===== src/rtl/rvu_pkg.sv =====
// Shared widths, constants and bundle types of the refraction vector unit.
package rvu_pkg;

	localparam int VEC_W    = 18;
	localparam int VEC_FRAC = 16;
	localparam int IOR_W    = 16;
	localparam int IOR_FRAC = 12;
	localparam int ETA_FRAC = 32;

	// Refraction ratio eta, unsigned with ETA_FRAC fraction bits; 1/ior peaks at 2^44.
	localparam int ETA_W    = 45;
	localparam int ETA_LO_W = 22;
	localparam int ETA_HI_W = ETA_W - ETA_LO_W;

	// Clamped cosine and 1 - cos^2, unsigned with 2*VEC_FRAC fraction bits.
	localparam int C_W = 2 * VEC_FRAC + 1;
	localparam logic [C_W-1:0] ONE2 = C_W'(1) << (2 * VEC_FRAC);

	// Reciprocal divider: one quotient bit per cell.
	localparam int DIV_STEPS = ETA_W;
	localparam int NUM_W     = ETA_W;
	localparam int REM_W     = IOR_W;

	// Square root: one result bit per cell.
	localparam int SQ_STEPS = 17;
	localparam int ROOT_W   = SQ_STEPS;
	localparam int SQ_X_W   = 2 * SQ_STEPS;
	localparam int SQ_REM_W = ROOT_W + 2;

	// Derived product widths.
	localparam int E2_W    = 57;
	localparam int E2_LO_W = 28;
	localparam int EC_W    = 29;
	localparam int M_W     = 30;
	localparam int T_W     = 30;

	typedef logic [2:0][VEC_W-1:0] vec3_t;

	typedef struct packed {
		vec3_t            inc;
		vec3_t            norm;
		logic [IOR_W-1:0] ior;
		logic [C_W-1:0]   c;
		logic [C_W-1:0]   s;
		logic             neg;
	} front_t;

	typedef struct packed {
		vec3_t            inc;
		vec3_t            norm;
		logic [ETA_W-1:0] eta;
		logic [EC_W-1:0]  ec;
		logic             neg;
		logic             tir;
	} back_t;

endpackage


===== src/rtl/rvu_sqrt_cell.sv =====
// One digit-by-digit square root cell: takes two radicand bits, yields one root bit.
module rvu_sqrt_cell import rvu_pkg::*; #(
	parameter int STEP = 0
) (
	input  logic                clk,
	input  logic [SQ_X_W-1:0]   x_in,
	input  logic [SQ_REM_W-1:0] rem_in,
	input  logic [ROOT_W-1:0]   root_in,
	output logic [SQ_X_W-1:0]   x_out,
	output logic [SQ_REM_W-1:0] rem_out,
	output logic [ROOT_W-1:0]   root_out
);

	localparam int PAIR = SQ_STEPS - 1 - STEP;

	logic [SQ_REM_W+1:0] t;
	logic [SQ_REM_W+1:0] trial;
	logic [SQ_REM_W+1:0] diff;
	logic                ge;

	always_comb begin
		t     = {rem_in, x_in[2*PAIR+1 -: 2]};
		trial = {2'b00, root_in, 2'b01};
		diff  = t - trial;
		ge    = (t >= trial);
	end

	always_ff @(posedge clk) begin
		x_out    <= x_in;
		rem_out  <= ge ? diff[SQ_REM_W-1:0] : t[SQ_REM_W-1:0];
		root_out <= {root_in[ROOT_W-2:0], ge};
	end

endmodule


===== config.mk =====
export PLATFORM = sky130hd
export DESIGN_NAME = rvu_sqrt_cell
export DESIGN_NICKNAME = d
export VERILOG_FILES = /design/src/rtl/rvu_pkg.sv /design/src/rtl/rvu_sqrt_cell.sv
export SDC_FILE = /design/constraint.sdc
export NUM_CORES = 1
export LEC_CHECK = 0
export ABC_AREA = 1
export BUFFER_PORTS_ARGS = -buffer_cell sky130_fd_sc_hd__buf_2
export CAP_MARGIN = 40
export CORE_MARGIN = 2
export CORE_UTILIZATION = 40
export DETAILED_ROUTE_END_ITERATION = 7
export HOLD_SLACK_MARGIN = 0.1
export PLACE_DENSITY = 0.73
export REMOVE_ABC_BUFFERS = 1
export SYNTH_ARGS = -nofsm -noshare
export SYNTH_HDL_FRONTEND = slang
export SYNTH_SLANG_ARGS = --single-unit

===== constraint.sdc =====
create_clock -name clk -period 3.6 [get_ports clk]
set_input_delay 0.54 -clock clk [delete_from_list [all_inputs] [get_ports clk]]
set_output_delay 0.54 -clock clk [all_outputs]
set_load 0.005 [all_outputs]

==> results of run 1 <==
[registers in the layout, summed over array words and instances, names as in the netlist]
| name | cells |
|---|---|
| x_out | 34 |
| root_out | 17 |
| rem_out | 19 |
[Yosys cell counts, drive strengths merged]
| library cell | count | share of area |
|---|---|---|
| nand3b | 4 | 0.010 |
| a21oi | 17 | 0.031 |
| inv | 62 | 0.081 |
| nand3 | 27 | 0.048 |
| ha | 19 | 0.082 |
| xor2 | 8 | 0.024 |
| dfxtp | 70 | 0.48 |
| nand2 | 140 | 0.19 |
| buf | 3 | 0.010 |
| nor2 | 19 | 0.025 |
| o21ai | 5 | 0.0086 |
| nor3 | 3 | 0.0069 |
[power by group through the flow]
stage          combinational [W]  sequential (W)  clock (W)
3_5_place_dp            0.000365        0.000881          0
4_1_cts                 0.000367        0.000863   0.000723
2_1_floorplan           0.000192        0.000893          0
3_3_place_gp            0.000360        0.000881          0
6_report                0.000362        0.000862   0.000703
5_1_grt                 0.000414        0.000870   0.000753
[final cells by class]
cell class | count | area (µm²)
Tap cell | 99 | 124
Inverter | 62 | 235
Fill cell | 716 | 3220
Sequential cell | 70 | 1400
Clock buffer | 10 | 128
Multi-Input combinational cell | 242 | 1230
Timing Repair Buffer | 140 | 701
Clock inverter | 6 | 93.8
[worst max-delay path: cells and delay by family]
kind | cells | cell delay, ns
adders and majority gates | 1 | 0.34
buffers and inverters | 4 | 0.43
and+or+nand+nor | 9 | 0.93
[kinds of logic (layout without fill, tap and decap cells)]
kind of cell | count (synthesis) | in the layout | synth area share
xor gates and xnor gates | 8 | 8 | 0.0242
and+or+nand+nor | 193 | 193 | 0.279
buffers and inverters | 65 | 218 | 0.0915
AOI/OAI and AO/OA | 22 | 22 | 0.0393
adders and majority gates | 19 | 19 | 0.0820
DFF | 70 | 70 | 0.484
[metrics by stage]
step	hold WS, ns	power, W	instances	util	instance area (µm²)
detailed placement	0.644	0.00125	613	0.517	3690
floorplan	0.568	0.00109	374	-	2870
CTS	0.282	0.00195	629	0.548	3910
global placement	0.643	0.00124	613	0.517	3690
global route	0.276	0.00204	629	0.548	3910
finish	0.293	0.00193	629	0.548	3910
[layer usage]
layer / share of wire / global-route usage / vias up
met3: 0.096 / 0.0674 / 9
met1: 0.42 / 0.191 / 1186
met2: 0.47 / 0.312 / 98
li1: - / - / 1447
met5: 0 / 0 / -
met4: 0.011 / 0.0583 / 0
[worst paths after layout]
path / depth (start not counted) / end
setup / recovery: 14 / rem_out[3]$_DFF_P_
hold / removal: 1 / x_out[15]$_DFF_P_
==> results.toml, run 1 <==
[timing]
final.setup.tns_ns = 0
fin_crit_ns = 1.95
fmax_ghz = 0.513
fin_crit_sh = 0.542
worst_slack_ns = 1.65
hold_violations = 0
setup_violations = 0
relSlewSlack = 0.796
rsz0062_at_grt = "no"
final_max_slew_viol_count = 0
tightest_slew_ns = 0.306

[hold_path]
min_path_type = "input pin to register"
hold_path_startpoint = "x_in[15]"

[setup_path]
cp-start-kind = "input pin"
worstPathArrival_ns = 2.24
crit_start = "root_in[9]"
crit_top_cell = "nand2_1"
worstPathRequired_ns = 3.89
cp_slowest_stage_delay_ns = 0.34
path_max_fanout = 22
crit_path_top_delay_cell = "ha_1"
critPathCaptureType = "register"
cp_cell_sequence = "buf_2 > inv_1 > ha_1 > nand2_1 > inv_2 > nand2_1 > nor2_2 > nand3_1 > nand2_1 > nor2_1 > nand2_4 > inv_4 > nand2_1 > nand2_1"
crit_type = "input pin to register"

[cts]
post_cts_buffers = 0
cts_hold_buf = 0
cts.repair.resized = 0
cts-root-buf = "clkbuf_8"
clk_path_buf_depth = 2
cts_tree = "built"
cts_sinks = 70
cts.clk_slew.worst_paths_ns = 0.08
cts_buffers = 9
htree_levels = 3

[floorplanning]
io_pins = 141
die_w_um = 89.1
die_area_um2 = 7940
core_um2 = 7140
start_util = 0.406
rows = 31
die_h_um = 89.1

[cells_and_area]
nNetsFinal = 615
mostFrequentLayoutCells = "buf_2 (140), nand2_1 (134), dfxtp_1 (70)"
drive_gt1_frac = 0.323
syn2layout_area_growth_pct = 35.1
diodes = 0
layout_commonest_cell = "buf_2"

[synth]
syn_area_per_cell_um2 = 7.69
synth-seq-cells = 70
synth_area_um2 = 2900
yosysSeqAreaShare = 0.484
ys_types = 22
synthCells = 377
ys.warnings.count = 0

[drt]
wire_per_inst_um = 11.5
wirelength_um = 7250
first_iter_violations = 78
vias_per_cell = 4.36
drtPass1Iterations = 4
route.detailed.drc = 0
num_vias = 2740
ant_nets = 0

[power]
p_int_w = 0.00140
power_leakage_nw = 2.26
clockPowerShare = 0.365
swShare = 0.273
vdd_drop_max_uv = 212
p_comb_frac = 0.188
power_density_nw_per_um2 = 492
p_switching_w = 0.000526
pwr-share-seq = 0.447

[global_routing]
grt-ovfl-total = 0
grt_max_degree = 23
antenna_found_initial = 0
grt_pass1_vias = 2444
grt_usage = 0.175
grt_pass1_wl_um = 10700

[placed_design]
dp_slack_ns = 1.27
portBuffers = 140
hpwl_um = 5870
place_congestion = 0.840

[outcome]
status = "complete, no violations"

[flow_run]
maxCapViolCount = 0
Power figures use the tool's default switching activity.
==> run 2: changes to the inputs <==
--- a/config.mk
+++ b/config.mk
@@ -12,7 +12,7 @@
 export CORE_UTILIZATION = 40
 export DETAILED_ROUTE_END_ITERATION = 7
 export HOLD_SLACK_MARGIN = 0.1
-export PLACE_DENSITY = 0.73
+export PLACE_DENSITY = 0.76
 export REMOVE_ABC_BUFFERS = 1
 export SYNTH_ARGS = -nofsm -noshare
 export SYNTH_HDL_FRONTEND = slang
==> constraint.sdc (replaced) <==
create_clock -name clk -period 1.6 [get_ports clk]
set_input_delay 0.24 -clock clk [delete_from_list [all_inputs] [get_ports clk]]
set_output_delay 0.24 -clock clk [all_outputs]
set_load 0.005 [all_outputs]
==> results.toml, run 2 (same netlist as run 1, synthesis figures left out) <==
[outcome]
status = "complete, no violations"

[global_routing]
grt_max_degree = 19
antenna_found_initial = 0
grt_pass1_wl_um = 15500
grt-ovfl-total = 0
grt_usage = 0.258
grt_pass1_vias = 3394

[setup_path]
crit_type = "input pin to register"
worstPathRequired_ns = 1.84
cp_cell_sequence = "buf_2 > inv_1 > ha_1 > nand2_1 > inv_2 > nand2_2 > inv_1 > a21oi_2 > nand2_1 > nand2_2 > nand2_4 > buf_4 > nand2_1 > nand2_1"
path_max_fanout = 6
crit_top_cell = "nand2_1"
cp_slowest_stage_delay_ns = 0.33
worstPathArrival_ns = 1.76
crit_path_top_delay_cell = "ha_1"
critPathCaptureType = "register"
cp-start-kind = "input pin"
cpLargestDelayFamily = "simple AND/OR/NAND/NOR gates"
critPathBufInv = 5
path_depth = 14

[placed_design]
hpwl_um = 6350
placed_cells = 663
dp_slack_ns = -0.271
portBuffers = 140
place_congestion = 0.881
dpl-instance-area_um2 = 4070

[cells_and_area]
final_cell_area_um2 = 4890
syn2layout_area_growth_pct = 68.9
register_area_um2 = 1400
multi_input_area_um2 = 1300
nFillCells = 531
nNetsFinal = 721
largestRegisters = "x_out (34), rem_out (19), root_out (17)"
largest_register_ffs = 34
largest_register = "x_out"
diodes = 0
layout_commonest_cell = "buf_2"
mostFrequentLayoutCells = "buf_2 (140), nand2_1 (134), dfxtp_1 (70)"
drive_gt1_frac = 0.358
layout.cells.non_filler = 735

[timing]
fin_crit_sh = 0.948
fin_crit_ns = 1.52
hold_violations = 0
final_max_slew_viol_count = 0
rsz0062_at_grt = "no"
relSlewSlack = 0.801
tightest_slew_ns = 0.299
setup_violations = 0
worst_slack_ns = 0.0830
fmax_ghz = 0.659

[floorplanning]
io_pins = 141
die_h_um = 89.1
die_area_um2 = 7940
core_um2 = 7140
rows = 31
start_util = 0.406
die_w_um = 89.1

[drt]
wirelength_um = 10400
drtPass1Iterations = 5
num_vias = 3355
route.detailed.drc = 0
first_iter_violations = 132
ant_nets = 0
wire_per_inst_um = 14.2
vias_per_cell = 4.56

[cts]
post_cts_buffers = 0
clk_path_buf_depth = 2
htree_levels = 3
cts_buffers = 9
cts.clk_slew.worst_paths_ns = 0.07
cts_tree = "built"
cts-root-buf = "clkbuf_8"
cts_sinks = 70

[power]
vdd_drop_max_uv = 391
totalPowerFinal_w = 0.00452
power_density_nw_per_um2 = 923
power_leakage_nw = 2.72

[hold_path]
hold_path_startpoint = "rem_in[14]"
whs_endpoint = "rem_out[16]$_DFF_P_"
hold_depth = 3
min_path_type = "input pin to register"

[flow_run]
maxCapViolCount = 0
[run 2: metrics by stage]
step                TNS [ns]  hold WS [ns]   util
detailed placement     -4.85         0.344  0.570
finish                     0         0.104  0.686
CTS                        0         0.101  0.675
global placement       -3.70         0.343  0.570
global route               0         0.105  0.686
floorplan            -0.0320         0.268      -
[run 2: worst max path at each step]
stage / startpoint / slack, ns / to
detailed placement: root_in[6] / -0.27 / rem_out[4]$_DFF_P_
global placement: rem_in[6] / -0.21 / rem_out[1]$_DFF_P_
global route: root_in[2] / 0.003 / rem_out[8]$_DFF_P_
finish: root_in[7] / 0.08 / rem_out[10]$_DFF_P_
CTS: root_in[6] / 0.08 / rem_out[11]$_DFF_P_
floorplan: root_in[9] / -0.004 / rem_out[11]$_DFF_P_
[run 2: cell type report]
cell class	instances	share of cell area
Clock buffer	10	0.0261
Timing Repair Buffer	246	0.334
Inverter	62	0.0486
Sequential cell	70	0.286
Tap cell	99	0.0253
Multi-Input combinational cell	242	0.266
Clock inverter	6	0.0128
[run 2: what timing repair did]
item,in CTS,in global routing
hold buffers,56,0
setup endpoints to repair,0,19
hold endpoints to repair,56,0
gates resized for setup,0,10
[run 2: report_power, final]
part	internal [W]	switching (W)	leakage (nW)	total, W
Sequential	0.00191	0.0000460	0.591	0.00195
Clock	0.000717	0.000689	0.100	0.00141
Combinational	0.000591	0.000570	2.03	0.00116
Total	0.00321	0.00130	2.72	0.00452
[run 2: layer usage]
layer | up-vias | routed length (µm) | share of wire | global-route usage
li1 | 1666 | - | - | -
met1 | 1495 | 3930 | 0.38 | 0.264
met2 | 152 | 5230 | 0.50 | 0.453
met3 | 42 | 822 | 0.079 | 0.0877
met4 | 0 | 419 | 0.040 | 0.156
met5 | - | 0 | 0 | 0
