$ cat config.mk
export PLATFORM = sky130hd
export DESIGN_NAME = rvu_delay
export DESIGN_NICKNAME = d
export VERILOG_FILES = /design/src/rtl/rvu_delay.sv
export SDC_FILE = /design/constraint.sdc
export NUM_CORES = 1
export LEC_CHECK = 0
export ABC_AREA = 0
export BUFFER_PORTS_ARGS = -buffer_cell sky130_fd_sc_hd__buf_4
export CAP_MARGIN = 20
export CORE_AREA = 2 2 39 41
export CTS_BUF_LIST = sky130_fd_sc_hd__clkbuf_4 sky130_fd_sc_hd__clkbuf_8 sky130_fd_sc_hd__clkbuf_16
export DETAILED_ROUTE_END_ITERATION = 12
export DIE_AREA = 0 0 41 43
export PLACE_DENSITY_LB_ADDON = 0.15
export SLEW_MARGIN = 20
export SYNTH_ARGS = -nofsm -noshare
export SYNTH_HDL_FRONTEND = slang
export SYNTH_SLANG_ARGS = --single-unit
$ cat constraint.sdc
create_clock -name clk -period 0.8 [get_ports clk]
set_input_delay 0.16 -clock clk [delete_from_list [all_inputs] [get_ports clk]]
set_output_delay 0.16 -clock clk [all_outputs]
set_load 0.005 [all_outputs]
$ cat src/rtl/rvu_delay.sv
// Fixed-depth shift register that carries a bundle alongside a cell chain.
module rvu_delay #(
	parameter int WIDTH = 8,
	parameter int DEPTH = 2
) (
	input  logic             clk,
	input  logic [WIDTH-1:0] d,
	output logic [WIDTH-1:0] q
);

	logic [WIDTH-1:0] tap_q [DEPTH];

	always_ff @(posedge clk) begin
		tap_q[0] <= d;
		for (int i = 1; i < DEPTH; i++) begin
			tap_q[i] <= tap_q[i-1];
		end
	end

	assign q = tap_q[DEPTH-1];

endmodule

==> run_results.csv, run 1 <==
group,metric,value,unit
synthesis,syn_avg_cell_area,15.8,µm²
drt,drcViolationCount,0,
sta,fin_crit_sh,108,%
grt,grt_max_degree,9,
cells_and_area,multiInputGateArea,0,µm²
worst_hold_path,hp-class,"flop to flop",
die,die_x,41,µm
critical_path,endpoint_kind,"output pin",
synthesis,syn_area,380,µm²
clock_network,clkTransAtPathRegs,0.08,ns
clock_network,cts_tree,"done",
synthesis,synthCells,24,
cells_and_area,largest_register,"tap_q",
critical_path,required,0.64,ns
cells_and_area,multi_input_gates,0,
critical_path,path_cells,"buf_4",
critical_path,slowest_stage,"dfxtp_1",
cells_and_area,synthToLayoutAreaGrowth,55.9,%
cells_and_area,layout-drive-gt1-share,58.1,%
critical_path,reg2reg_depth,0,
sta,setup_ws,-0.0669,ns
drt,drt-initial-drc-count,0,
cells_and_area,largestRegisters,"tap_q (16)",
placement,gp_congestion,0.481,
worst_hold_path,worstHoldStart,"tap_q[0][7]",
die,rows,14,
drt,routed_wire_length_per_instance,8.34,µm
pwr,clockPowerShare,29.1,%
grt,grt_use_total,8.22,%
outcome,violations,"setup timing",
grt,antenna_found_initial,0,
sta,layout_min_cycle_time,0.867,ns
pwr,p_per_area,2270,mW/mm²
critical_path,cpPeakStageDelay,0.31,ns
die,io_pins,17,
critical_path,path_delay_family,"flip-flops",
drt,via_per_inst,3.54,
clock_network,insertion_delay,0.27,ns
placement,io_buffers,16,
pwr,pwr-share-seq,63.3,%
drt,vias,209,
synthesis,ys_seq_area_share,84.2,%
pwr,switching_share,18.5,%
critical_path,arrival,0.71,ns
grt,grt_pass1_wl,910,µm
drt,drtPass1Iterations,1,
pwr,ir_worst_vdd,0.000931,V
critical_path,crit_path_start_kind,"flop",
sta,fmax,1150,MHz
grt,globalRouteOverflowTotal,0,
worst_hold_path,min_path_cells,0,
critical_path,crit_buf_inv,1,
sta,tightest_slew,0.0826,ns
job,max_cap_violations,0,
sta,drv_slew,0,
die,die_h,43,µm
critical_path,r2r-end,"tap_q[0][14]",
synthesis,synth_seq_cells,16,
drt,drtAntennaViolNets,0,
cells_and_area,layout.nets,54,
worst_hold_path,min_delay_worst_endpoint,"tap_q[0][15]",
pwr,pwr-share-comb,7.5,%
clock_network,post_cts_buffers,0,
die,initial_core_util,27.5,%
critical_path,reg2reg_slack,0.39,ns
sta,rsz0062_at_grt,"true",
pwr,total_power,1.35,mW
grt,grt_pass1_vias,256,
sta,tns,-0.476,ns
critical_path,path_class,"flop to output pin",
sta,skew,0.000505,ns
sta,hold_viol,0,
cells_and_area,final_cell_mix,"buf_4, dfxtp_1, dlygate4sd3_1",
cells_and_area,largest_reg_flops,16,
pwr,p_int,1.10,mW
die,die_area,0.00176,mm²
pwr,p_leak,0.267,nW
die,core,0.00138,mm²
clock_network,cts.path.max_buffers,2,
clock_network,h-tree-depth,1,
sta,relSlewSlack,94.5,%
critical_path,cp.depth,1,
clock_network,cts_root_buf,"clkbuf_4",
clock_network,cts_sinks,16,
drt,drt_wl_total,492,µm
outcome,status,"finished with violations",
cells_and_area,diodes,0,
critical_path,r2r_start,"tap_q[0][6]",
synthesis,syn-num-nets,33,
critical_path,crit_fanout,1,
synthesis,ys_types,2,
pwr,power.net_switching,0.250,mW
clock_network,numCtsBuffers,3,
sta,setup_viol,8,
synthesis,ys_warn_count,0,
[power groups by stage]
stage / registers (mW) / logic, mW / clock network, mW
finish: 0.854 / 0.102 / 0.393
global route: 0.859 / 0.112 / 0.459
CTS: 0.850 / 0.0949 / 0.424
detailed placement: 0.868 / 0.0623 / 0
global placement: 0.866 / 0.0624 / 0
floorplan: 0.864 / 0.0321 / 0
[worst max path at each step]
stage	from	to	slack (ns)
2_1_floorplan	tap_q[0][8]	q[0]	0.25
3_3_place_gp	tap_q[0][12]	q[4]	0.24
3_5_place_dp	tap_q[0][9]	q[1]	0.23
4_1_cts	tap_q[0][12]	q[4]	-0.09
5_1_grt	tap_q[0][12]	q[4]	-0.1
6_report	tap_q[0][12]	q[4]	-0.07
[per-layer routing]
| metal | vias up | part of all wire, % | global-route usage, % |
|---|---|---|---|
| li1 | 102 | - | - |
| met1 | 98 | 34 | 7.67 |
| met2 | 9 | 60 | 12.5 |
| met3 | 0 | 6.1 | 3.14 |
| met4 | 0 | 0 | 8.00 |
| met5 | - | 0 | 0 |
[Yosys cell counts]
cell     number  area [µm²]
buf_4         8        60.1
dfxtp_1      16         320
[kinds of logic (layout without fill, tap and decap cells)]
kind of cell  count (synthesis)  count (layout)  share of synthesized area, %
buf+inv                       8              27                          15.8
flops                        16              16                          84.2
[through the flow]
step                instances  instance area (µm²)  utilization [%]  setup WS (ns)  hold WS (ns)
finish                     59                  593             42.9        -0.0669         0.329
global route               59                  593             42.9        -0.0996         0.334
CTS                        59                  568             41.0        -0.0876         0.332
detailed placement         48                  460             33.3          0.231         0.266
global placement           48                  460             33.3          0.240         0.265
floorplan                  24                  380                -          0.247         0.188
[area by class of cell]
type	count	area, µm²
clock buffers	3	22.5
fillers	136	791
flip-flops and latches	16	328
well taps	16	20.0
repair buffers	24	223
[timing repair]
action | CTS | global route
setup endpoints to repair | 8 | 8
hold buffers | 8 | 0
endpoints found under the hold margin | 8 | 0
resized for setup | 2 | 10
No activity file was read; power rests on OpenSTA's default activity.
==> inputs of run 2 (changes only) <==
ABC_AREA = default   (was 0)
REMOVE_ABC_BUFFERS = 1   (was default)
clock period = 1 ns   (was 0.8 ns; I/O delays follow)
==> run 2 against run 1 <==
  * Die area did not move
  * First-iteration DRC count did not move
  * Sequential power fell by 21%
  * The flow now finishes without violations
  * Register-to-register slack improved by 0.21 ns
  * Critical path depth did not move
  * Via count fell by 15%
  * Cell area fell by 19%
  * Non-clock buffer count fell by 8
  * Clock-buffer cell count did not move
==> run_results.csv, run 2 (synthesis gave the netlist of run 1 again) <==
group,metric,value,unit
outcome,status,"finished clean",
pwr,ir_worst_vdd,0.000853,V
die,die_area,0.00176,mm²
die,die_x,41,µm
sta,skew,0.000182,ns
clock_network,cts_hold_buf,0,
critical_path,slowest_stage,"dfxtp_1",
critical_path,arrival,0.69,ns
critical_path,reg2reg_slack,0.60,ns
drt,drt_wl_total,353,µm
sta,drv_slew,0,
critical_path,crit_buf_inv,1,
drt,vias,177,
pwr,p_leak,0.226,nW
critical_path,r2r-end,"tap_q[0][14]",
grt,grt_max_degree,9,
critical_path,required,0.80,ns
cells_and_area,layout-drive-gt1-share,54.3,%
sta,hold_viol,0,
pwr,p_per_area,2120,mW/mm²
sta,relSlewSlack,95.0,%
clock_network,post_cts_buffers,0,
sta,fmax,1120,MHz
grt,globalRouteOverflowTotal,0,
worst_hold_path,hp-class,"input port to flop",
critical_path,path_class,"flop to output pin",
clock_network,cts_root_buf,"clkbuf_4",
die,io_pins,17,
drt,via_per_inst,3.47,
worst_hold_path,worstHoldStart,"d[6]",
placement,io_buffers,16,
die,core,0.00138,mm²
critical_path,endpoint_kind,"output pin",
critical_path,r2r_start,"tap_q[0][6]",
sta,holdWs,0.0306,ns
cells_and_area,synthToLayoutAreaGrowth,27.0,%
clock_network,cts_tree,"done",
cells_and_area,final_cell_mix,"buf_4, dfxtp_1, clkbuf_4",
cells_and_area,multiInputGateArea,0,µm²
critical_path,crit_fanout,1,
die,die_h,43,µm
cells_and_area,regArea,320,µm²
grt,grt_use_total,5.38,%
sta,tightest_slew,0.0750,ns
cells_and_area,layout.nets,46,
cells_and_area,diodes,0,
sta,tns,0,ns
drt,drt-initial-drc-count,0,
die,initial_core_util,27.5,%
critical_path,reg2reg_depth,0,
critical_path,crit_path_start_kind,"flop",
sta,setup_ws,0.109,ns
grt,grt_pass1_wl,538,µm
clock_network,numCtsBuffers,3,
clock_network,h-tree-depth,1,
worst_hold_path,min_delay_worst_endpoint,"tap_q[0][6]",
cells_and_area,largest_reg_flops,16,
clock_network,clkTransAtPathRegs,0.08,ns
drt,drtAntennaViolNets,0,
placement,dpl_worst_slack,0.396,ns
drt,routed_wire_length_per_instance,6.92,µm
critical_path,path_cells,"buf_4",
drt,drtPass1Iterations,1,
cells_and_area,multi_input_gates,0,
clock_network,insertion_delay,0.26,ns
clock_network,cts_resized,0,
cells_and_area,nFillCells,146,
grt,grt_pass1_vias,182,
critical_path,path_delay_family,"flip-flops",
cells_and_area,largestRegisters,"tap_q (16)",
sta,fin_crit_sh,89.1,%
clock_network,cts_sinks,16,
drt,drcViolationCount,0,
grt,antenna_found_initial,0,
sta,setup_viol,0,
placement,gp_congestion,0.470,
job,max_cap_violations,0,
sta,rsz0062_at_grt,"false",
clock_network,cts.path.max_buffers,2,
sta,layout_min_cycle_time,0.891,ns
die,rows,14,
critical_path,cpPeakStageDelay,0.30,ns
worst_hold_path,min_path_cells,1,
cells_and_area,largest_register,"tap_q",
[run 2: worst max-delay path by stage]
stage,endpoint,depth (start not counted),start
finish,q[6],1,tap_q[0][14]
global route,q[6],1,tap_q[0][14]
CTS,q[2],1,tap_q[0][10]
detailed placement,q[2],1,tap_q[0][10]
global placement,q[2],1,tap_q[0][10]
floorplan,q[0],0,tap_q[0][8]
[run 2: routing by layer]
metal	vias up	routed length [µm]	global-route usage [%]
met5	-	0	0
met4	0	0	0
met3	0	44	9.42
met2	9	198	9.06
met1	81	110	1.99
li1	87	-	-
[run 2: where the power goes]
group	total, mW	internal, mW	leakage, nW	switching, mW
clock network	0.295	0.139	0.0138	0.156
logic	0.0489	0.0384	0.0769	0.0105
registers	0.678	0.671	0.135	0.00691
[run 2: final cells by class]
type | instances | area share [%]
Sequential cell | 16 | 66.3
Timing Repair Buffer | 16 | 24.9
Clock buffer | 3 | 4.66
Tap cell | 16 | 4.15
[run 2: metrics by stage]
stage               instance area (µm²)  utilization [%]  cells  power, mW
floorplan                           320                -     16      0.695
global placement                    460             33.3     48      0.743
detailed placement                  460             33.3     48      0.744
CTS                                 483             34.9     51       1.05
global route                        483             34.9     51       1.07
finish                              483             34.9     51       1.02
==> inputs of run 3 (changes only) <==
PLACE_DENSITY_LB_ADDON = 0.3   (was 0.15)
==> run 3 against run 2 <==
  * Sequential power is essentially flat
  * Non-clock buffer count grew 2
  * Setup slack worse by 0.019 ns
  * Maximum frequency shrank 2.1%
  * First-iteration DRC count up 2
  * Critical path depth unchanged
  * Register-to-register slack barely moved
  * Largest cell class unchanged
==> run_results.csv, run 3 (synthesis gave the netlist of run 1 again) <==
group,metric,value,unit
die,core,0.00138,mm²
cells_and_area,layout-drive-gt1-share,52.6,%
sta,layout_min_cycle_time,0.910,ns
sta,rsz0062_at_grt,"false",
cells_and_area,diodes,0,
critical_path,path_cells,"buf_4",
clock_network,cts_tree,"done",
drt,via_per_inst,3.28,
sta,drv_slew,0,
clock_network,cts_root_buf,"clkbuf_4",
pwr,p_leak,0.241,nW
cells_and_area,multi_input_gates,0,
sta,setup_viol,0,
job,max_cap_violations,0,
critical_path,slowest_stage,"dfxtp_1",
sta,fin_crit_sh,91.0,%
critical_path,crit_path_start_kind,"flop",
critical_path,endpoint_kind,"output pin",
die,die_area,0.00176,mm²
pwr,ir_worst_vdd,0.000959,V
cells_and_area,largest_register,"tap_q",
pwr,pwr-share-comb,4.9,%
placement,placedInstanceArea,460,µm²
grt,grt_use_total,6.26,%
cells_and_area,nFillCells,143,
cells_and_area,synthToLayoutAreaGrowth,35.9,%
critical_path,reg2reg_depth,0,
critical_path,crit_buf_inv,1,
die,io_pins,17,
grt,antenna_found_initial,0,
clock_network,cts_sinks,16,
worst_hold_path,min_delay_worst_endpoint,"tap_q[0][0]",
critical_path,cpPeakStageDelay,0.31,ns
sta,skew,0.00170,ns
die,rows,14,
drt,drt-initial-drc-count,2,
worst_hold_path,min_path_cells,1,
placement,dpl_worst_slack,0.398,ns
critical_path,arrival,0.71,ns
worst_hold_path,hp-class,"input port to flop",
pwr,power.net_switching,0.201,mW
pwr,clockPowerShare,35.4,%
cells_and_area,fin_cells,54,
drt,routed_wire_length_per_instance,7.96,µm
pwr,p_per_area,2200,mW/mm²
clock_network,cts.path.max_buffers,2,
pwr,p_int,0.936,mW
clock_network,clkTransAtPathRegs,0.09,ns
clock_network,numCtsBuffers,3,
outcome,status,"finished clean",
sta,tightest_slew,0.0851,ns
grt,globalRouteOverflowTotal,0,
sta,fmax,1100,MHz
pwr,switching_share,17.7,%
critical_path,required,0.80,ns
sta,hold_viol,0,
critical_path,reg2reg_slack,0.59,ns
pwr,pwr-share-seq,59.7,%
drt,drcViolationCount,0,
placement,placed_cells,48,
clock_network,insertion_delay,0.27,ns
drt,drt_wl_total,430,µm
grt,grt_pass1_vias,160,
sta,relSlewSlack,94.3,%
critical_path,r2r-end,"tap_q[0][14]",
clock_network,h-tree-depth,1,
die,die_x,41,µm
placement,io_buffers,16,
grt,grt_max_degree,10,
critical_path,crit_fanout,1,
cells_and_area,largest_reg_flops,16,
critical_path,path_class,"flop to output pin",
placement,gp_congestion,0.486,
sta,holdWs,0.0212,ns
cells_and_area,layout.nets,48,
die,initial_core_util,27.5,%
critical_path,r2r_start,"tap_q[0][6]",
sta,tns,0,ns
cells_and_area,largestRegisters,"tap_q (16)",
drt,vias,177,
critical_path,path_delay_family,"flip-flops",
cells_and_area,final_cell_mix,"buf_4, dfxtp_1, clkbuf_4",
cells_and_area,regArea,320,µm²
clock_network,cts_resized,0,
drt,drtAntennaViolNets,0,
sta,setup_ws,0.0903,ns
drt,drtPass1Iterations,2,
die,die_h,43,µm
grt,grt_pass1_wl,621,µm
worst_hold_path,worstHoldStart,"d[0]",
cells_and_area,stdcell_area,517,µm²
cells_and_area,multiInputGateArea,0,µm²
## run 3: cell type report
| type | count | area share (%) |
|---|---|---|
| tap | 16 | 3.87 |
| sequential | 16 | 62.0 |
| clock buffer | 4 | 7.02 |
| timing repair buffer | 18 | 27.1 |
## run 3: repair_timing
| item | in CTS | in global routing |
|---|---|---|
| buffers inserted | 0 | 0 |
| hold endpoints to repair | 0 | 2 |
| hold buffers | 0 | 2 |
| endpoints found under the setup margin | 0 | 0 |
## run 3: power groups by stage
stage	Sequential (mW)	Clock (mW)	Combinational, mW
finish	0.678	0.403	0.0552
global route	0.683	0.452	0.0600
CTS	0.679	0.430	0.0500
detailed placement	0.694	0	0.0500
global placement	0.693	0	0.0500
floorplan	0.695	0	0
## run 3: layer usage
layer  GRT usage (%)  vias to the layer above  part of all wire (%)
li1                -                       91                     -
met1            5.23                       73                    37
met2            7.81                       13                    44
met3            9.42                        0                    18
met4            2.00                        0                     0
met5               0                        -                     0
## run 3: worst max-delay path by stage
stage            to  depth (start not counted)  slack (ns)         start
6_report       q[4]                          1        0.09  tap_q[0][12]
5_1_grt        q[0]                          1        0.05   tap_q[0][8]
4_1_cts        q[0]                          1        0.07   tap_q[0][8]
3_5_place_dp   q[1]                          1        0.40   tap_q[0][9]
3_3_place_gp   q[4]                          1        0.40  tap_q[0][12]
2_1_floorplan  q[0]                          0        0.50   tap_q[0][8]
## run 3: per-stage QoR
step	utilization, %	power (mW)
after floorplan	-	0.695
after global placement	33.3	0.743
after detailed placement	33.3	0.744
after CTS	35.9	1.16
after global routing	37.3	1.19
final	37.3	1.14
