### config.mk
export PLATFORM = sky130hd
export DESIGN_NAME = rvu_div_cell
export DESIGN_NICKNAME = d
export VERILOG_FILES = /design/src/rtl/rvu_pkg.sv /design/src/rtl/rvu_div_cell.sv
export SDC_FILE = /design/constraint.sdc
export NUM_CORES = 1
export LEC_CHECK = 0
export BUFFER_PORTS_ARGS = -buffer_cell sky130_fd_sc_hd__buf_2
export CAP_MARGIN = 40
export CORE_MARGIN = 4
export CORE_UTILIZATION = 44
export CTS_CLUSTER_DIAMETER = 50
export DETAILED_ROUTE_END_ITERATION = 12
export PLACE_DENSITY = 0.92
export SYNTH_ARGS = -nofsm -noshare
export SYNTH_HDL_FRONTEND = slang
export SYNTH_SLANG_ARGS = --single-unit
### constraint.sdc
create_clock -name clk -period 5.6 [get_ports clk]
set_input_delay 0.84 -clock clk [delete_from_list [all_inputs] [get_ports clk]]
set_output_delay 0.84 -clock clk [all_outputs]
set_load 0.01 [all_outputs]
### src/rtl/rvu_pkg.sv
// Shared widths, constants and bundle types of the refraction vector unit.
package rvu_pkg;

	localparam int VEC_W    = 18;
	localparam int VEC_FRAC = 16;
	localparam int IOR_W    = 16;
	localparam int IOR_FRAC = 12;
	localparam int ETA_FRAC = 32;

	// Refraction ratio eta, unsigned with ETA_FRAC fraction bits; 1/ior peaks at 2^44.
	localparam int ETA_W    = 45;
	localparam int ETA_LO_W = 22;
	localparam int ETA_HI_W = ETA_W - ETA_LO_W;

	// Clamped cosine and 1 - cos^2, unsigned with 2*VEC_FRAC fraction bits.
	localparam int C_W = 2 * VEC_FRAC + 1;
	localparam logic [C_W-1:0] ONE2 = C_W'(1) << (2 * VEC_FRAC);

	// Reciprocal divider: one quotient bit per cell.
	localparam int DIV_STEPS = ETA_W;
	localparam int NUM_W     = ETA_W;
	localparam int REM_W     = IOR_W;

	// Square root: one result bit per cell.
	localparam int SQ_STEPS = 17;
	localparam int ROOT_W   = SQ_STEPS;
	localparam int SQ_X_W   = 2 * SQ_STEPS;
	localparam int SQ_REM_W = ROOT_W + 2;

	// Derived product widths.
	localparam int E2_W    = 57;
	localparam int E2_LO_W = 28;
	localparam int EC_W    = 29;
	localparam int M_W     = 30;
	localparam int T_W     = 30;

	typedef logic [2:0][VEC_W-1:0] vec3_t;

	typedef struct packed {
		vec3_t            inc;
		vec3_t            norm;
		logic [IOR_W-1:0] ior;
		logic [C_W-1:0]   c;
		logic [C_W-1:0]   s;
		logic             neg;
	} front_t;

	typedef struct packed {
		vec3_t            inc;
		vec3_t            norm;
		logic [ETA_W-1:0] eta;
		logic [EC_W-1:0]  ec;
		logic             neg;
		logic             tir;
	} back_t;

endpackage

### src/rtl/rvu_div_cell.sv
// One restoring division cell: settles one quotient bit and passes the remainder on.
module rvu_div_cell import rvu_pkg::*; #(
	parameter int BIT = 0
) (
	input  logic             clk,
	input  logic [REM_W-1:0] rem_in,
	input  logic [ETA_W-1:0] quo_in,
	input  logic [NUM_W-1:0] num_in,
	input  logic [IOR_W-1:0] den_in,
	output logic [REM_W-1:0] rem_out,
	output logic [ETA_W-1:0] quo_out,
	output logic [NUM_W-1:0] num_out,
	output logic [IOR_W-1:0] den_out
);

	logic [REM_W:0] trial;
	logic [REM_W:0] diff;
	logic           ge;

	always_comb begin
		trial = {rem_in, num_in[BIT]};
		diff  = trial - {1'b0, den_in};
		ge    = (trial >= {1'b0, den_in});
	end

	always_ff @(posedge clk) begin
		rem_out <= ge ? diff[REM_W-1:0] : trial[REM_W-1:0];
		quo_out <= {quo_in[ETA_W-2:0], ge};
		num_out <= num_in;
		den_out <= den_in;
	end

endmodule

==> results of run 1 <==
critical path, stage by stage:
cell	delay, ps
sky130_fd_sc_hd__buf_2	100
sky130_fd_sc_hd__ha_1	370
sky130_fd_sc_hd__a211oi_1	340
sky130_fd_sc_hd__o211ai_1	190
sky130_fd_sc_hd__o21ai_2	230
sky130_fd_sc_hd__o211ai_2	150
sky130_fd_sc_hd__a31oi_4	660
sky130_fd_sc_hd__mux2_2	410
cells in the final DEF (no fill, tap or decap), types with 3 or more instances in the layout:
master                      count
sky130_fd_sc_hd__clkinv_4       4
sky130_fd_sc_hd__inv_1         22
sky130_fd_sc_hd__o21a_1         3
sky130_fd_sc_hd__nor2_1        12
sky130_fd_sc_hd__mux2_2         7
sky130_fd_sc_hd__clkbuf_16     16
sky130_fd_sc_hd__nor2b_1        3
sky130_fd_sc_hd__clkinv_2       5
sky130_fd_sc_hd__o21ai_0       12
sky130_fd_sc_hd__mux2_4         6
sky130_fd_sc_hd__ha_1          16
sky130_fd_sc_hd__a21o_1         7
sky130_fd_sc_hd__a21oi_1       14
sky130_fd_sc_hd__nand2_1        8
sky130_fd_sc_hd__a211oi_1       5
sky130_fd_sc_hd__nand3_1        3
sky130_fd_sc_hd__inv_6          3
sky130_fd_sc_hd__buf_2        243
sky130_fd_sc_hd__xnor2_1        6
sky130_fd_sc_hd__xor2_1         3
sky130_fd_sc_hd__dfxtp_1      122
metrics by stage:
stage               setup WS, ps  area [sq um]  util, %
global placement            2300          4900     62.8
detailed placement          2190          4900     62.8
finish                      2690          5440     69.6
floorplan                   2750          3590        -
global route                2550          5440     69.6
CTS                         2720          5440     69.6
worst paths after layout:
kind | startpoint | end | slack (ps)
hold / removal | quo_in[8] | quo_out[9]$_DFF_P_ | 440
setup / recovery | rem_in[3] | rem_out[15]$_DFF_P_ | 2690
area by class of cell:
class | count | area [sq um]
Clock buffer | 17 | 414
Clock inverter | 14 | 124
Fill cell | 563 | 2370
Inverter | 22 | 82.6
Multi-Input combinational cell | 129 | 1030
Sequential cell | 122 | 2440
Tap cell | 102 | 128
Timing Repair Buffer | 243 | 1220
per-layer routing:
layer | part of all wire, % | GRT usage [%] | wire, microns
met5 | 0 | 0 | 0
met4 | 1.4 | 7.04 | 150
met3 | 6.8 | 8.64 | 741
met2 | 54 | 41.3 | 5920
met1 | 38 | 24.1 | 4110
cells by family after synthesis:
logic type	count (synthesis)	share of synthesized area [%]
adder cells (fa/ha/maj)	17	6.14
XOR/XNOR	9	2.20
flip-flops	122	68.1
buffers and inverters	26	3.17
AO/OA/AOI/OAI	55	10.5
multiplexers	15	5.27
AND/OR/NAND/NOR	33	4.60
power by group through the flow:
| stage | Clock (mW) | Combinational, mW | Sequential, mW |
|---|---|---|---|
| after floorplan | 0 | 0.119 | 1.00 |
| after global placement | 0 | 0.281 | 0.965 |
| after detailed placement | 0 | 0.290 | 0.968 |
| after CTS | 0.989 | 0.292 | 0.951 |
| after global routing | 1.04 | 0.315 | 0.956 |
| final | 0.974 | 0.290 | 0.950 |
state kept, by name (all words and copies together) (netlist names):
signal,cells
num_out,45
quo_out,45
den_out,16
rem_out,16
==> results.yml, run 1 <==
run_status:
  run_status: "finished clean"
routing:
  drtPass1Iterations: 4
  drt_first_iter_violations: 63
  remaining_drc_errors: 0
  route.detailed.vias_per_inst: 4.57
  antenna_violating_nets_post_route: 0
  via_count: 2968
  route.final.wire_length_mm: 10.9
  routedWlPerCell_microns: 16.8
timing:
  finalHoldViolations: 0
  fmax_mhz: 344
  final.period_utilization_pct: 51.9
  drv_slew: 0
  fin_setup_tns_ps: 0
  whs_ps: 442
  worst_margin_pin_slew_ps: 740
  final-setup-viol-count: 0
  grt_setup_unrepaired: "false"
  timing.final.crit_period_ps: 2910
  maxSlewHeadroom_pct: 50.6
yosys:
  ys_warn_count: 0
  synth-main-ff-cell: "sky130_fd_sc_hd__dfxtp_1"
  syn-mean-instance-area_sq_um: 13.0
  synth_enable_flop_cells: 0
  seq_area_frac_synth_pct: 68.1
  synth.largest_area_cell: "sky130_fd_sc_hd__dfxtp_1"
  syn_nets: 417
  netlist_instances: 277
  yosys.cell_types.count: 39
  netlist_area_sq_mm: 0.00359
  synth_commonest_cells: "sky130_fd_sc_hd__dfxtp_1, sky130_fd_sc_hd__inv_1, sky130_fd_sc_hd__ha_1"
  cell_with_the_most_instances_after_synthesis: "sky130_fd_sc_hd__dfxtp_1"
  synth-async-reset-ratio_pct: 0
  synth_largest_type_area_fraction_pct: 68.1
  synth_area_leaders: "sky130_fd_sc_hd__dfxtp_1, sky130_fd_sc_hd__ha_1, sky130_fd_sc_hd__mux2_4"
  yosys_register_bits: 122
clock_network:
  cts-root-buf: "sky130_fd_sc_hd__clkbuf_8"
  tritoncts: "built"
  tritoncts.num_buffers: 17
  cts_hold_repair.buffers: 0
  postCtsResizedCells: 0
  post-cts-setup-buffers: 0
  htreeDepth: 4
  cts_sinks: 122
  cts.reportedPaths.clkPinSlew_ps: 60
  clock_path_buffers: 2
layout:
  flow.area_growth_from_synthesis_pct: 51.6
  fin_nets: 675
  final_cell_count_no_fill: 649
  insertedDiodeCount: 0
  post_route_cells_drive_above_1_share_pct: 53.4
power_and_ir_drop:
  leakagePower_nw: 2.81
  power.switching_mw: 0.554
  power_mw: 2.21
  clkPwrFrac_pct: 44.0
  seq_power_share_pct: 42.9
  switching_share_of_power_pct: 25.0
  pwr-share-comb_pct: 13.1
  internal-power_mw: 1.66
  power-per-cell-area_mw_per_mm2: 407
  peak_ir_drop_on_the_vdd_network_v: 0.000255
die:
  dieWidth_microns: 98.3
  number_of_placement_rows: 32
  die-area_sq_mm: 0.00966
  floorplan.core_area_sq_mm: 0.00781
  start_util_pct: 45.9
  die_height_microns: 98.3
  io_pins: 245
placement:
  globalplace.congestion: 0.899
  port_buffers: 243
  post-dp-hpwl_mm: 8.81
  dp_cells: 618
critical_path:
  worst-endpoint-arrival_ps: 3280
  crit_path_max_fanout: 17
  end_kind: "register"
  worstPathRequired_ps: 5980
  worstSetupPathType: "in -> reg"
  start_kind: "primary input"
global_routing:
  groute.usage.overall_pct: 22.7
  grt_first_pass_wirelength_mm: 17.0
  grt_pass1_vias: 3115
  overflow: 0
  antenna_found_initial: 0
  grt_start_max_net_pins: 18
job:
  cap_violations: 0
hold_path:
  whs_path_depth: 1
  hold_removal_path_class: "in -> reg"
No activity file was read; power rests on OpenSTA's default activity.
==> run 2, diff against run 1 <==
--- a/config.mk
+++ b/config.mk
@@ -5,13 +5,14 @@
 export SDC_FILE = /design/constraint.sdc
 export NUM_CORES = 1
 export LEC_CHECK = 0
+export ABC_AREA = 1
 export BUFFER_PORTS_ARGS = -buffer_cell sky130_fd_sc_hd__buf_2
 export CAP_MARGIN = 40
 export CORE_MARGIN = 4
-export CORE_UTILIZATION = 44
+export CORE_UTILIZATION = 37
 export CTS_CLUSTER_DIAMETER = 50
 export DETAILED_ROUTE_END_ITERATION = 12
-export PLACE_DENSITY = 0.92
+export PLACE_DENSITY = 0.83
 export SYNTH_ARGS = -nofsm -noshare
 export SYNTH_HDL_FRONTEND = slang
 export SYNTH_SLANG_ARGS = --single-unit
==> constraint.sdc (replaced) <==
create_clock -name clk -period 2.3 [get_ports clk]
set_input_delay 0.345 -clock clk [delete_from_list [all_inputs] [get_ports clk]]
set_output_delay 0.345 -clock clk [all_outputs]
set_load 0.01 [all_outputs]
==> run 2 against run 1 <==
Compared with the run above:
- combinational power increased to 3.0 times the previous value
- synthesized area increased by 4.8%
- synthesized cell count increased by 41%
- sequential power increased by 140%
- utilization decreased by 0.57 points
- via count increased by 36%
- power increased to 2.6 times the previous value
- clock power increased to 2.7 times the previous value
- non-clock buffer count increased by 107
- largest power group unchanged
==> results.yml, run 2 <==
yosys:
  cell_with_the_most_instances_after_synthesis: "sky130_fd_sc_hd__dfxtp_1"
  synth_largest_type_area_fraction_pct: 64.9
  yosys_register_bits: 122
  netlist_area_sq_mm: 0.00376
  netlist_instances: 391
  synth-main-ff-cell: "sky130_fd_sc_hd__dfxtp_1"
  synth_area_leaders: "sky130_fd_sc_hd__dfxtp_1, sky130_fd_sc_hd__nand2_1, sky130_fd_sc_hd__inv_1"
  yosys.cell_types.count: 22
  ys_warn_count: 0
  synth.largest_area_cell: "sky130_fd_sc_hd__dfxtp_1"
  synth-async-reset-ratio_pct: 0
  synth_commonest_cells: "sky130_fd_sc_hd__dfxtp_1, sky130_fd_sc_hd__nand2_1, sky130_fd_sc_hd__inv_1"
  syn-mean-instance-area_sq_um: 9.62
  synth_enable_flop_cells: 0
  syn_nets: 531
  seq_area_frac_synth_pct: 64.9
critical_path:
  crit_path_max_fanout: 19
  worstSetupPathType: "in -> reg"
  worst-endpoint-arrival_ps: 2510
  critPathCapture: "rem_out[8]$_DFF_P_"
  worstPathRequired_ps: 2740
  start_kind: "primary input"
  timing.critical_path.from: "den_in[7]"
  end_kind: "register"
clock_network:
  htreeDepth: 4
  tritoncts: "built"
  postCtsResizedCells: 0
  tritoncts.num_buffers: 17
  cts-root-buf: "sky130_fd_sc_hd__clkbuf_8"
  cts.reportedPaths.clkPinSlew_ps: 60
  clock_path_buffers: 2
  cts_sinks: 122
job:
  cap_violations: 0
layout:
  mostFrequentLayoutCell: "sky130_fd_sc_hd__buf_2"
  reg.largest.list: "num_out: 45 flops, quo_out: 45 flops"
  finalCoreUtilization_pct: 69.1
  mostFrequentLayoutCells: "sky130_fd_sc_hd__buf_2, sky130_fd_sc_hd__dfxtp_1, sky130_fd_sc_hd__nand2_1"
  flow.area_growth_from_synthesis_pct: 80.3
  post_route_cells_drive_above_1_share_pct: 36.9
  fin_nets: 897
global_routing:
  overflow: 0
  grt_start_max_net_pins: 20
  antenna_found_initial: 7
  groute.usage.overall_pct: 25.7
  grt_pass1_vias: 4311
  grt_first_pass_wirelength_mm: 22.6
power_and_ir_drop:
  leakagePower_nw: 3.63
  peak_ir_drop_on_the_vdd_network_v: 0.000452
  power-per-cell-area_mw_per_mm2: 857
placement:
  globalplace.congestion: 0.808
  post-dp-hpwl_mm: 9.35
  port_buffers: 243
  pre_cts_slack_ps: 319
timing:
  final-setup-viol-count: 0
  final_critical_path_setup_slack_ps: 232
  fmax_mhz: 483
  grt_setup_unrepaired: "false"
  timing.final.crit_period_ps: 2070
  fin_setup_tns_ps: 0
  drv_slew: 0
  finalHoldViolations: 0
  final.period_utilization_pct: 89.9
  maxSlewHeadroom_pct: 78.1
  worst_margin_pin_slew_ps: 328
routing:
  remaining_drc_errors: 0
  antenna_violating_nets_post_route: 0
  routedWlPerCell_microns: 17.0
  drtPass1Iterations: 5
  via_count: 4050
  route.detailed.vias_per_inst: 4.46
  route.final.wire_length_mm: 15.4
  drt_first_iter_violations: 154
hold_path:
  hold_removal_path_class: "in -> reg"
run_status:
  run_status: "finished clean"
die:
  floorplan.core_area_sq_mm: 0.00982
  number_of_placement_rows: 36
  die-area_sq_mm: 0.0118
  io_pins: 245
  start_util_pct: 38.3
  die_height_microns: 109
  dieWidth_microns: 109
run 2: cell count changes after synthesis, sizes merged, moves of 11 or more:
cell   previous run  this run
mux2             13         0
nand3             3        19
inv              22        60
nand2             8       122
o21ai            13         2
run 2: worst min path at each step:
| stage | from | to | cells after the start |
|---|---|---|---|
| after global placement | quo_in[16] | quo_out[17]$_DFF_P_ | 1 |
| final | rem_in[1] | rem_out[2]$_DFF_P_ | 3 |
| after floorplan | den_in[0] | den_out[0]$_DFF_P_ | 0 |
| after detailed placement | quo_in[42] | quo_out[43]$_DFF_P_ | 1 |
| after global routing | rem_in[12] | rem_out[13]$_DFF_P_ | 3 |
| after CTS | rem_in[1] | rem_out[2]$_DFF_P_ | 3 |
run 2: repair_timing:
action | CTS | global route
setup buffers | 0 | 0
endpoints found under the hold margin | 105 | 0
hold buffers | 105 | 0
run 2: power breakdown:
group / switching [mW] / total (mW) / internal, mW
registers: 0.0479 / 2.32 / 2.27
logic: 0.453 / 0.868 / 0.415
clock network: 0.979 / 2.63 / 1.65
total: 1.48 / 5.81 / 4.33
run 2: per-stage QoR:
stage	area [sq um]	cells	hold slack [ps]	total power, mW
4_1_cts	6770	902	33.5	5.79
3_5_place_dp	5130	766	449	3.05
5_1_grt	6780	909	56.2	6.02
2_1_floorplan	3760	391	373	2.71
6_report	6780	909	65.8	5.81
3_3_place_gp	5130	766	448	3.03
run 2: area by class of cell:
| cell class | count | area, sq um |
|---|---|---|
| Sequential cell | 122 | 2440 |
| Tap cell | 133 | 166 |
| Clock buffer | 17 | 414 |
| Fill cell | 739 | 3040 |
| Antenna cell | 7 | 17.5 |
| Timing Repair Buffer | 350 | 2290 |
| Inverter | 60 | 225 |
| Clock inverter | 14 | 171 |
| Multi-Input combinational cell | 206 | 1050 |
run 2: per-layer routing:
metal	track usage (%)	part of all wire, %	up-vias
li1	-	-	1929
met1	25.1	36	1854
met2	45.2	52	202
met3	8.76	7.4	65
met4	18.6	5.1	0
met5	0	0	-
run 2: kinds of logic after synthesis:
group / count (synthesis) / share of synthesized area, %
fa+ha+maj: 17 / 5.85
compound gates: 12 / 1.66
xor+xnor: 6 / 1.40
buf+inv: 63 / 7.12
flops: 122 / 64.9
simple gates: 171 / 19.0
run 2: worst max-delay path, cell delays in order:
cell and delay (ps):
sky130_fd_sc_hd__dlygate4sd3_1 550, sky130_fd_sc_hd__buf_2 130, sky130_fd_sc_hd__inv_1 50, sky130_fd_sc_hd__ha_1 350, sky130_fd_sc_hd__nand2_1 110, sky130_fd_sc_hd__nor2_1 160, sky130_fd_sc_hd__nand2_1 90, sky130_fd_sc_hd__nor2_1 140
sky130_fd_sc_hd__nor2_1 70, sky130_fd_sc_hd__nand2_2 70, sky130_fd_sc_hd__buf_4 230, sky130_fd_sc_hd__nand3_1 140, sky130_fd_sc_hd__nand2_1 70
==> run 3, diff against run 2 <==
--- a/config.mk
+++ b/config.mk
@@ -12,7 +12,7 @@
 export CORE_UTILIZATION = 37
 export CTS_CLUSTER_DIAMETER = 50
 export DETAILED_ROUTE_END_ITERATION = 12
-export PLACE_DENSITY = 0.83
+export PLACE_DENSITY = 0.84
 export SYNTH_ARGS = -nofsm -noshare
 export SYNTH_HDL_FRONTEND = slang
 export SYNTH_SLANG_ARGS = --single-unit
==> run 3 against run 2 <==
Compared with the run above:
- setup slack got worse by 14 ps
- combinational power decreased by 1%
- worst hold slack got worse by 3.3 ps
- first-iteration DRC count increased by 25%
- routed wire length decreased by 5.4%
- utilization decreased by 0.45 points
- count of clock-buffer cells in the layout increased by 1
==> results.yml, run 3 (synthesized netlist as in run 2, its figures left out) <==
run_status:
  run_status: "finished clean"
placement:
  dp_cells: 767
  port_buffers: 243
  post-dp-hpwl_mm: 9.29
  globalplace.congestion: 0.852
power_and_ir_drop:
  leakagePower_nw: 3.61
  peak_ir_drop_on_the_vdd_network_v: 0.000492
  power_mw: 5.64
  power-per-cell-area_mw_per_mm2: 837
die:
  dieWidth_microns: 109
  die-area_sq_mm: 0.0118
  io_pins: 245
  floorplan.core_area_sq_mm: 0.00982
  die_height_microns: 109
  start_util_pct: 38.3
  number_of_placement_rows: 36
critical_path:
  crit_path_max_fanout: 19
  critPathCapture: "rem_out[11]$_DFF_P_"
  start_kind: "primary input"
  timing.critical_path.from: "den_in[7]"
  worstSetupPathType: "in -> reg"
  worstPathRequired_ps: 2730
  end_kind: "register"
  worst-endpoint-arrival_ps: 2510
global_routing:
  antenna_found_initial: 3
  grt_pass1_vias: 4260
  grt_start_max_net_pins: 20
  groute.usage.overall_pct: 24.5
  grt_first_pass_wirelength_mm: 21.8
  overflow: 0
clock_network:
  clock_path_buffers: 2
  tritoncts: "built"
  cts.reportedPaths.clkPinSlew_ps: 60
  htreeDepth: 4
  cts_sinks: 122
  tritoncts.num_buffers: 17
  cts-root-buf: "sky130_fd_sc_hd__clkbuf_8"
  post-cts-setup-buffers: 0
routing:
  remaining_drc_errors: 0
  met3RoutedLength_mm: 1.00
  routedWlPerCell_microns: 16.1
  wl_met2_mm: 7.61
  drtPass1Iterations: 5
  highest_layer: "met4"
  route.final.wire_length_mm: 14.6
  wl_met1_mm: 5.46
  via_count: 3899
  drt_first_iter_violations: 193
  route.detailed.vias_per_inst: 4.29
  antenna_violating_nets_post_route: 0
layout:
  mostFrequentLayoutCell: "sky130_fd_sc_hd__buf_2"
  flow.area_growth_from_synthesis_pct: 79.2
  mostFrequentLayoutCells: "sky130_fd_sc_hd__buf_2, sky130_fd_sc_hd__dfxtp_1, sky130_fd_sc_hd__nand2_1"
  reg.largest.list: "num_out: 45 flops, quo_out: 45 flops"
  post_route_cells_drive_above_1_share_pct: 37.0
  fillcell_total: 725
  fin_nets: 898
  final_cell_count_no_fill: 908
timing:
  drv_slew: 0
  fin_setup_tns_ps: 0
  final.period_utilization_pct: 90.5
  whs_ps: 62.4
  maxSlewHeadroom_pct: 79.2
  timing.final.crit_period_ps: 2080
  finalHoldViolations: 0
  fmax_mhz: 480
  final-setup-viol-count: 0
  worst_margin_pin_slew_ps: 312
  grt_setup_unrepaired: "false"
job:
  cap_violations: 0
hold_path:
  hold_removal_path_class: "in -> reg"
-- run 3: cell types whose count changed in the layout (fill, tap and decap cells not counted) --
cell,change
sky130_fd_sc_hd__clkbuf_1,+1
sky130_fd_sc_hd__diode_2,-3
sky130_fd_sc_hd__clkinv_2,-2
sky130_fd_sc_hd__buf_12,-1
sky130_fd_sc_hd__inv_6,+4
sky130_fd_sc_hd__bufinv_16,-2
sky130_fd_sc_hd__buf_4,+2
-- run 3: timing repair --
item | 4_1_cts | 5_1_grt
hold buffers | 105 | 0
resized for setup | 0 | 0
hold endpoints to repair | 105 | 0
-- run 3: critical path, stage by stage --
cell	delay, ps
sky130_fd_sc_hd__dlygate4sd3_1	530
sky130_fd_sc_hd__buf_2	120
sky130_fd_sc_hd__inv_1	60
sky130_fd_sc_hd__ha_1	360
sky130_fd_sc_hd__nand2_1	110
sky130_fd_sc_hd__nor2_1	160
sky130_fd_sc_hd__nand2_1	90
sky130_fd_sc_hd__nor2_1	140
sky130_fd_sc_hd__nor2_1	70
sky130_fd_sc_hd__nand2_2	70
sky130_fd_sc_hd__buf_4	240
sky130_fd_sc_hd__nand3_1	140
sky130_fd_sc_hd__nand2_1	70
-- run 3: stage by stage --
step	utilization, %	worst slack, ps	cell area, sq um
after floorplan	-	625	3760
after global placement	52.2	320	5120
after detailed placement	52.2	310	5120
after CTS	68.5	272	6730
after global routing	68.6	30.1	6740
final	68.6	217	6740
-- run 3: how the worst min path moves through the flow --
stage	start	end	slack (ps)	depth (start not counted)
3_3_place_gp	num_in[23]	num_out[23]$_DFF_P_	450	1
4_1_cts	rem_in[6]	rem_out[7]$_DFF_P_	40	3
6_report	rem_in[6]	rem_out[7]$_DFF_P_	60	3
2_1_floorplan	den_in[0]	den_out[0]$_DFF_P_	370	0
5_1_grt	rem_in[4]	rem_out[5]$_DFF_P_	50	3
3_5_place_dp	quo_in[39]	quo_out[40]$_DFF_P_	450	1
-- run 3: final cells by class --
cell class / instances / area [sq um] / area share, %
sequential: 122 / 2440 / 36.2
timing repair buffer: 351 / 2290 / 34.0
multi-input combinational: 206 / 1050 / 15.6
clock buffer: 18 / 418 / 6.20
inverter: 60 / 225 / 3.34
tap: 133 / 166 / 2.47
clock inverter: 14 / 136 / 2.02
antenna: 4 / 10.0 / 0.149
-- run 3: power breakdown --
| part | switching, mW | internal, mW | total (mW) |
|---|---|---|---|
| sequential | 0.0442 | 2.27 | 2.31 |
| clock | 1.01 | 1.46 | 2.47 |
| combinational | 0.444 | 0.413 | 0.857 |
-- run 3: per-layer routing --
layer / up-vias / track usage [%]
li1: 1932 / -
met2: 165 / 44.7
met1: 1760 / 25.9
met5: - / 0
met3: 42 / 7.16
met4: 0 / 11.4
